### config.mk
export PLATFORM = sky130hd
export DESIGN_NAME = altitude_jump_reject_filter
export DESIGN_NICKNAME = d
export VERILOG_FILES = /design/src/hdl/ajrf_pkg.sv /design/src/hdl/altitude_jump_reject_filter.sv
export SDC_FILE = /design/constraint.sdc
export NUM_CORES = 1
export LEC_CHECK = 0
export BUFFER_PORTS_ARGS = -buffer_cell sky130_fd_sc_hd__buf_2
export CAP_MARGIN = 25
export CORE_MARGIN = 2
export CORE_UTILIZATION = 40
export CTS_CLUSTER_DIAMETER = 50
export DETAILED_ROUTE_END_ITERATION = 10
export GPL_ROUTABILITY_DRIVEN = 0
export SLEW_MARGIN = 0
export SYNTH_ARGS = -nofsm -noshare
export SYNTH_HDL_FRONTEND = slang
export SYNTH_SLANG_ARGS = --single-unit
### constraint.sdc
create_clock -name clk -period 17.1 [get_ports clk]
set_clock_uncertainty 0.1 [all_clocks]
set_input_delay 0.855 -clock clk [delete_from_list [all_inputs] [get_ports clk]]
set_output_delay 0.855 -clock clk [all_outputs]
set_load 0.1 [all_outputs]
### src/hdl/ajrf_pkg.sv
// ajrf_pkg: widths, height bands and hold limits of the altitude jump reject filter
// depends on nothing; used by altitude_jump_reject_filter through scoped names
package ajrf_pkg;

  localparam int ALT_W   = 16;   // altitude word width
  localparam int BAND_W  = 11;   // enough for every band edge up to 1700 m
  localparam int UP_W    = 3;
  localparam int DOWN_W  = 8;
  localparam int LIMIT_W = 8;

  localparam logic [ALT_W-1:0] BAND_10   = ALT_W'(10);
  localparam logic [ALT_W-1:0] BAND_50   = ALT_W'(50);
  localparam logic [ALT_W-1:0] BAND_300  = ALT_W'(300);
  localparam logic [ALT_W-1:0] BAND_600  = ALT_W'(600);
  localparam logic [ALT_W-1:0] BAND_800  = ALT_W'(800);
  localparam logic [ALT_W-1:0] BAND_1700 = ALT_W'(1700);

  localparam logic [ALT_W-1:0] REWIND_BELOW = ALT_W'(20);
  localparam logic [DOWN_W-1:0] REWIND_STEP = DOWN_W'(12);

  localparam logic [UP_W-1:0]   UP_LONG    = UP_W'(5);
  localparam logic [UP_W-1:0]   UP_SHORT   = UP_W'(2);
  localparam logic [DOWN_W-1:0] DOWN_SHORT = DOWN_W'(2);
  localparam logic [DOWN_W-1:0] DOWN_MID   = DOWN_W'(10);

  localparam logic [LIMIT_W-1:0] LONG_HOLD_RESET = LIMIT_W'(80);

  // floor(v/5) for v below 2048: v * ceil(2^18/5) >> 18 is exact over that range
  localparam int RECIP5_SHIFT = 18;
  localparam logic [16:0] RECIP5 = 17'((1 << RECIP5_SHIFT) / 5 + 1);

  function automatic logic [BAND_W-1:0] div5(input logic [BAND_W-1:0] v);
    logic [BAND_W+17-1:0] prod;
    prod = {{17{1'b0}}, v} * {{BAND_W{1'b0}}, RECIP5};
    // quotient is at most 409, so ten bits hold it
    return {1'b0, prod[RECIP5_SHIFT +: BAND_W-1]};
  endfunction

endpackage

### src/hdl/altitude_jump_reject_filter.sv
// altitude jump reject filter: top level, one pass per word from input to output register
// the result word is valid in the cycle after its input word is accepted
// throughput: one word per cycle while the output is not stalled; the whole decision is one
//   layer of compares on the held state
// reset (rst, synchronous): previous output 1, both hold counters 0, long hold limit 80,
//   output register empty
// depends on ajrf_pkg
module altitude_jump_reject_filter (
  input  logic                              clk,
  input  logic                              rst,
  // configuration: long hold limit
  input  logic                              cfg_we,
  input  logic [ajrf_pkg::LIMIT_W-1:0]      cfg_wdata,
  // input stream
  input  logic                              s_tvalid,
  output logic                              s_tready,
  input  logic [ajrf_pkg::ALT_W-1:0]        s_tdata,   // [15:0] raw_altitude
  // output stream
  output logic                              m_tvalid,
  input  logic                              m_tready,
  output logic [ajrf_pkg::ALT_W-1:0]        m_tdata,   // [15:0] filtered_altitude
  output logic                              m_tuser    // [0] held
);

  localparam int AW = ajrf_pkg::ALT_W;
  localparam int BW = ajrf_pkg::BAND_W;

  // filter state
  logic [AW-1:0]                     prev_out;
  logic [ajrf_pkg::UP_W-1:0]         up_cnt;
  logic [ajrf_pkg::DOWN_W-1:0]       down_cnt;
  logic [ajrf_pkg::LIMIT_W-1:0]      long_hold_limit;

  logic [AW-1:0]                     prev_out_next;
  logic [ajrf_pkg::UP_W-1:0]         up_cnt_next;
  logic [ajrf_pkg::DOWN_W-1:0]       down_cnt_next;
  logic                              held_next;

  logic                              s_acc;
  logic [AW-1:0]                     x;
  logic [AW:0]                       margin;
  logic [AW:0]                       p_plus_m;
  logic [AW:0]                       x_plus_m;
  logic [AW:0]                       x_twice;
  logic [AW:0]                       p_ten;
  logic                              rise, fall;
  logic                              big_up, big_down;
  logic                              up1, up2, up3, up4, up_hit;
  logic                              dn1, dn2, dn3, dn4;
  logic [ajrf_pkg::DOWN_W-1:0]       down_inc;

  // output register frees as soon as its word is taken, so the input is ready in every cycle that it is empty or taken
  assign s_tready = !m_tvalid || m_tready;
  assign s_acc    = s_tvalid && s_tready;

  // zero sample counts as one metre
  assign x = (s_tdata == '0) ? AW'(1) : s_tdata;

  // 20% margin only matters up to 1700 m, so the low band bits are enough
  assign margin   = {{(AW+1-BW){1'b0}}, ajrf_pkg::div5(prev_out[BW-1:0])};
  assign p_plus_m = {1'b0, prev_out} + margin;
  assign x_plus_m = {1'b0, x} + margin;
  assign x_twice  = {x, 1'b0};
  // x10 ratio only used while p <= 10, so four bits of p suffice
  assign p_ten    = (AW+1)'({prev_out[3:0], 3'b000}) + (AW+1)'({prev_out[3:0], 1'b0});

  assign rise     = prev_out < x;
  assign fall     = prev_out > x;
  assign big_up   = {1'b0, x} >= p_plus_m;       // x - p >= p/5
  assign big_down = x_plus_m <= {1'b0, prev_out}; // p - x >= p/5

  // upward hold bands, in order
  assign up1 = up_cnt < ajrf_pkg::UP_LONG && prev_out <= ajrf_pkg::BAND_10
               && {1'b0, x} >= p_ten;
  assign up2 = up_cnt < ajrf_pkg::UP_SHORT && prev_out > ajrf_pkg::BAND_10
               && prev_out <= ajrf_pkg::BAND_50 && big_up;
  assign up3 = up_cnt < ajrf_pkg::UP_LONG && prev_out > ajrf_pkg::BAND_50
               && prev_out <= ajrf_pkg::BAND_300 && big_up;
  assign up4 = up_cnt < ajrf_pkg::UP_LONG && prev_out > ajrf_pkg::BAND_300
               && prev_out <= ajrf_pkg::BAND_1700 && big_up;
  assign up_hit = rise && (up1 || up2 || up3 || up4);

  // downward hold bands, in order
  assign dn1 = down_cnt < ajrf_pkg::DOWN_SHORT && prev_out <= ajrf_pkg::BAND_50 && big_down;
  assign dn2 = down_cnt < long_hold_limit && prev_out > ajrf_pkg::BAND_50
               && prev_out <= ajrf_pkg::BAND_800 && {1'b0, prev_out} >= x_twice;
  assign dn3 = down_cnt < ajrf_pkg::DOWN_MID && prev_out > ajrf_pkg::BAND_50
               && prev_out <= ajrf_pkg::BAND_600 && big_down;
  assign dn4 = down_cnt < ajrf_pkg::DOWN_MID && prev_out > ajrf_pkg::BAND_600
               && prev_out <= ajrf_pkg::BAND_1700 && big_down;

  // count is below its limit in every hold branch, so the increment cannot wrap
  assign down_inc = down_cnt + ajrf_pkg::DOWN_W'(1);

  always_comb begin
    up_cnt_next   = '0;
    down_cnt_next = down_cnt;
    held_next     = 1'b1;
    if (up_hit) begin
      up_cnt_next = up_cnt + ajrf_pkg::UP_W'(1);
    end else if (fall && dn1) begin
      down_cnt_next = down_inc;
    end else if (fall && dn2) begin
      // long hold at its limit with a very low sample: rewind (wraps for small limits)
      if (down_inc == long_hold_limit && x < ajrf_pkg::REWIND_BELOW) begin
        down_cnt_next = down_inc - ajrf_pkg::REWIND_STEP;
      end else begin
        down_cnt_next = down_inc;
      end
    end else if (fall && (dn3 || dn4)) begin
      down_cnt_next = down_inc;
    end else begin
      down_cnt_next = '0;
      held_next     = 1'b0;
    end
    prev_out_next = held_next ? prev_out : x;
  end

  // state and configuration
  always_ff @(posedge clk) begin
    if (rst) begin
      prev_out        <= AW'(1);
      up_cnt          <= '0;
      down_cnt        <= '0;
      long_hold_limit <= ajrf_pkg::LONG_HOLD_RESET;
    end else begin
      if (cfg_we) begin
        long_hold_limit <= cfg_wdata;
      end
      if (s_acc) begin
        prev_out <= prev_out_next;
        up_cnt   <= up_cnt_next;
        down_cnt <= down_cnt_next;
      end
    end
  end

  // output register
  always_ff @(posedge clk) begin
    if (rst) begin
      m_tvalid <= 1'b0;
    end else if (s_acc) begin
      m_tvalid <= 1'b1;
    end else if (m_tready) begin
      m_tvalid <= 1'b0;
    end
  end

  always_ff @(posedge clk) begin
    if (s_acc) begin
      m_tdata <= prev_out_next;
      m_tuser <= held_next;
    end
  end

  // a held word repeats the output from before it
  a_held_repeats: assert property (@(posedge clk) disable iff (rst)
    s_acc |=> (!m_tuser || m_tdata == $past(prev_out)))
    else $error("held word does not repeat previous output");

  // an accepted sample clears both hold counters and becomes the state
  a_pass_clears: assert property (@(posedge clk) disable iff (rst)
    (s_acc && !held_next) |=> (up_cnt == '0 && down_cnt == '0 && prev_out == m_tdata))
    else $error("passed sample did not clear hold state");

  // the upward hold never runs past five samples
  a_up_bound: assert property (@(posedge clk) disable iff (rst)
    up_cnt <= ajrf_pkg::UP_LONG)
    else $error("upward hold count out of range");

  // output state is never zero
  a_prev_nonzero: assert property (@(posedge clk) disable iff (rst)
    prev_out != '0)
    else $error("previous output is zero");

endmodule

==> results.yml <==
timing:
  slew_violations: 0
  fmax_ghz: 0.09683
  tns_ns: 0
  rsz0062_at_grt: "no"
  tightest_slew_ns: 0.9757
  setup_viol: 0
  fin_crit_ns: 10.33
  max_slew_margin: 0.3496
  period_share: 0.6039
  setup_ws_ns: 6.773
  hold_viol: 0
clock_tree:
  clkSinkCount: 53
  numCtsBuffers: 5
  root_buffer: "clkbuf_16"
  clock_latency_ns: 0.30
  cts_resized: 0
  post_cts_buffers: 0
  cts_tree: "built"
  hold_buffers: 0
  path_clk_slew_ns: 0.07
  clockBufferDepth: 2
  htreeDepth: 2
routing:
  vias: 6930
  wl_per_cell_um: 17.88
  wl_um: 22440
  drc: 0
  dr.first_iter.drc_count: 635
  antenna_left: 0
  viasPerCell: 5.522
  firstDrtPassIters: 5
logic_synthesis:
  synth-edff-count: 17
  ys_top_cells_by_area: "ha_1 29%, fa_1 9.8%, dfxtp_1 8.6%, inv_1 6.2%, edfxtp_1 6.1%"
  ys_seq_elements: 53
  syn_area_um2: 8396
  syn_nets: 1218
  synth_area_per_cell_um2: 8.800
  synth.top_cell.area_share: 0.2891
  synth_warnings: 0
  syn_inst: 954
  yosysTopAreaCell: "ha_1"
  ys_seq_area_frac: 0.1466
  ys_types: 78
  synthFlopType: "dfxtp_1"
  async_flop_share: 0
min_path:
  holdPathEnd: "up_cnt[1]$_SDFFE_PP0P_"
  min_path_type: "reg2reg"
  hp-start: "up_cnt[1]$_SDFFE_PP0P_"
  hold_depth: 2
floorplanning:
  start_util: 0.4110
  die_h_um: 148.9
  die-area_um2: 22160
  die_x_um: 148.9
  fp-row-count: 52
  core_area_um2: 20430
  ioPinCount: 48
cells_and_area:
  instances_no_fill: 1255
  fin_util: 0.4422
  area_delta_synth_final_pct: 7.601
  diodes: 0
  drive_above_1_share: 0.08020
  final_nets: 1248
worst_setup_path:
  arrival_ns: 10.39
  start_kind: "register"
  cp_max_fo: 14
  worst_r2r_endpoint: "prev_out[7]$_SDFFE_PP0P_"
  crit_required_ns: 17.16
  critical_path_class: "reg2reg"
  r2r_start: "prev_out[10]$_SDFFE_PP0P_"
  endpoint_kind: "register"
  reg2reg_slack_ns: 6.77
  critPathSlowestCell: "dfxtp_1"
  r2r_cells: 35
  slowest_delay_ns: 0.77
grt:
  grt_max_degree: 32
  antenna_found_initial: 0
  track_usage: 0.2057
  first_global_vias: 6648
  grt-ovfl-total: 0
  grt_pass1_wl_um: 35790
run:
  drv_cap: 0
placement:
  port_buffers: 47
  dp_slack_ns: 6.815
  hpwl_um: 18290
  dp.cells: 1246
outcome:
  outcome: "completed"
## cells in the mapped netlist (all sizes together) (4+ instances only)
master / number
nor2b: 11
a2111o: 4
nor4: 12
nor2: 61
inv: 139
dfxtp: 36
nor3: 21
edfxtp: 17
xor2: 10
fa: 41
nand2b: 8
o21ai: 33
a2111oi: 4
a21o: 16
nand2: 39
xnor2: 44
or4: 8
nand3: 33
ha: 194
a21oi: 45
clkbuf: 23
and3: 6
o21a: 15
nand4: 15
o211ai: 5
a211oi: 5
o41ai: 7
mux2i: 29
a31oi: 8
buf: 6
## state kept, by name, summed over array words and instances (netlist names)
name	count
prev_out	16
m_tuser	1
m_tdata	16
up_cnt	3
long_hold_limit	8
m_tvalid	1
down_cnt	8
## through the flow
step,area (um2),hold WS [ns]
3_3_place_gp,8862,0.3731
4_1_cts,9026,0.3919
2_1_floorplan,8396,0.3580
6_report,9034,0.3948
5_1_grt,9034,0.4425
3_5_place_dp,8862,0.3822
## layout make-up
cell class / count / area (um2)
clock inverters: 2 / 35.03
multi-input cells: 732 / 6502
well taps: 270 / 337.8
clock buffers: 6 / 128.9
flip-flops and latches: 53 / 1231
inverters: 140 / 525.5
fillers: 2034 / 11400
repair buffers: 52 / 272.8
## worst max-delay path, delay by kind of cell, from the launching register on
| family | cells | cell delay, ns |
|---|---|---|
| buffers and inverters | 3 | 0.42 |
| xor gates and xnor gates | 2 | 0.59 |
| and+or+nand+nor | 8 | 1.17 |
| adders and majority gates | 8 | 3.39 |
| DFF | 1 | 0.77 |
| AOI/OAI and AO/OA | 13 | 3.45 |
| muxes | 1 | 0.28 |
## layout by cell type, fill, tap and decap left out, types with 8 or more instances in the layout
cell      instances
inv_1           139
nand4_1          15
buf_2            47
nor2_1           61
xor2_1           10
nor2b_1          11
nor3_1           19
o21ai_0          30
edfxtp_1         17
nand2_1          39
fa_1             41
dfxtp_1          36
a21oi_1          45
ha_1            194
mux2i_1          29
nand2b_1          8
o21a_1           15
xnor2_1          44
nor4_1           10
a31oi_1           8
nand3_1          33
a21o_1           16
## worst max path at each step
stage / from / end / slack [ns]
floorplan: prev_out[3]$_SDFFE_PP0P_ / down_cnt[5]$_SDFFE_PP0P_ / 8.52
global placement: prev_out[5]$_SDFFE_PP0P_ / prev_out[4]$_SDFFE_PP0P_ / 6.90
detailed placement: prev_out[10]$_SDFFE_PP0P_ / prev_out[7]$_SDFFE_PP0P_ / 6.82
CTS: prev_out[5]$_SDFFE_PP0P_ / prev_out[7]$_SDFFE_PP0P_ / 6.78
global route: prev_out[10]$_SDFFE_PP0P_ / prev_out[6]$_SDFFE_PP0P_ / 6.03
finish: prev_out[10]$_SDFFE_PP0P_ / prev_out[7]$_SDFFE_PP0P_ / 6.77
## cell families (layout without fill, tap and decap cells)
group | Yosys count | in the layout | synth area share
xor gates and xnor gates | 55 | 55 | 0.05902
adders and majority gates | 235 | 235 | 0.3869
muxes | 30 | 30 | 0.03592
AOI/OAI and AO/OA | 180 | 180 | 0.1493
buffers and inverters | 169 | 200 | 0.07884
and+or+nand+nor | 232 | 232 | 0.1434
DFF | 53 | 53 | 0.1466
## routing by layer
metal / GRT usage / vias to the layer above / part of all wire
met5: 0 / - / 0
met4: 0.03429 / 0 / 0.011
met3: 0.01529 / 17 / 0.049
met2: 0.3245 / 193 / 0.43
met1: 0.3119 / 3285 / 0.51
li1: - / 3435 / -
Power is not shown: default switching activity piles up to over one toggle a cycle in this logic, so the estimate is an artifact.
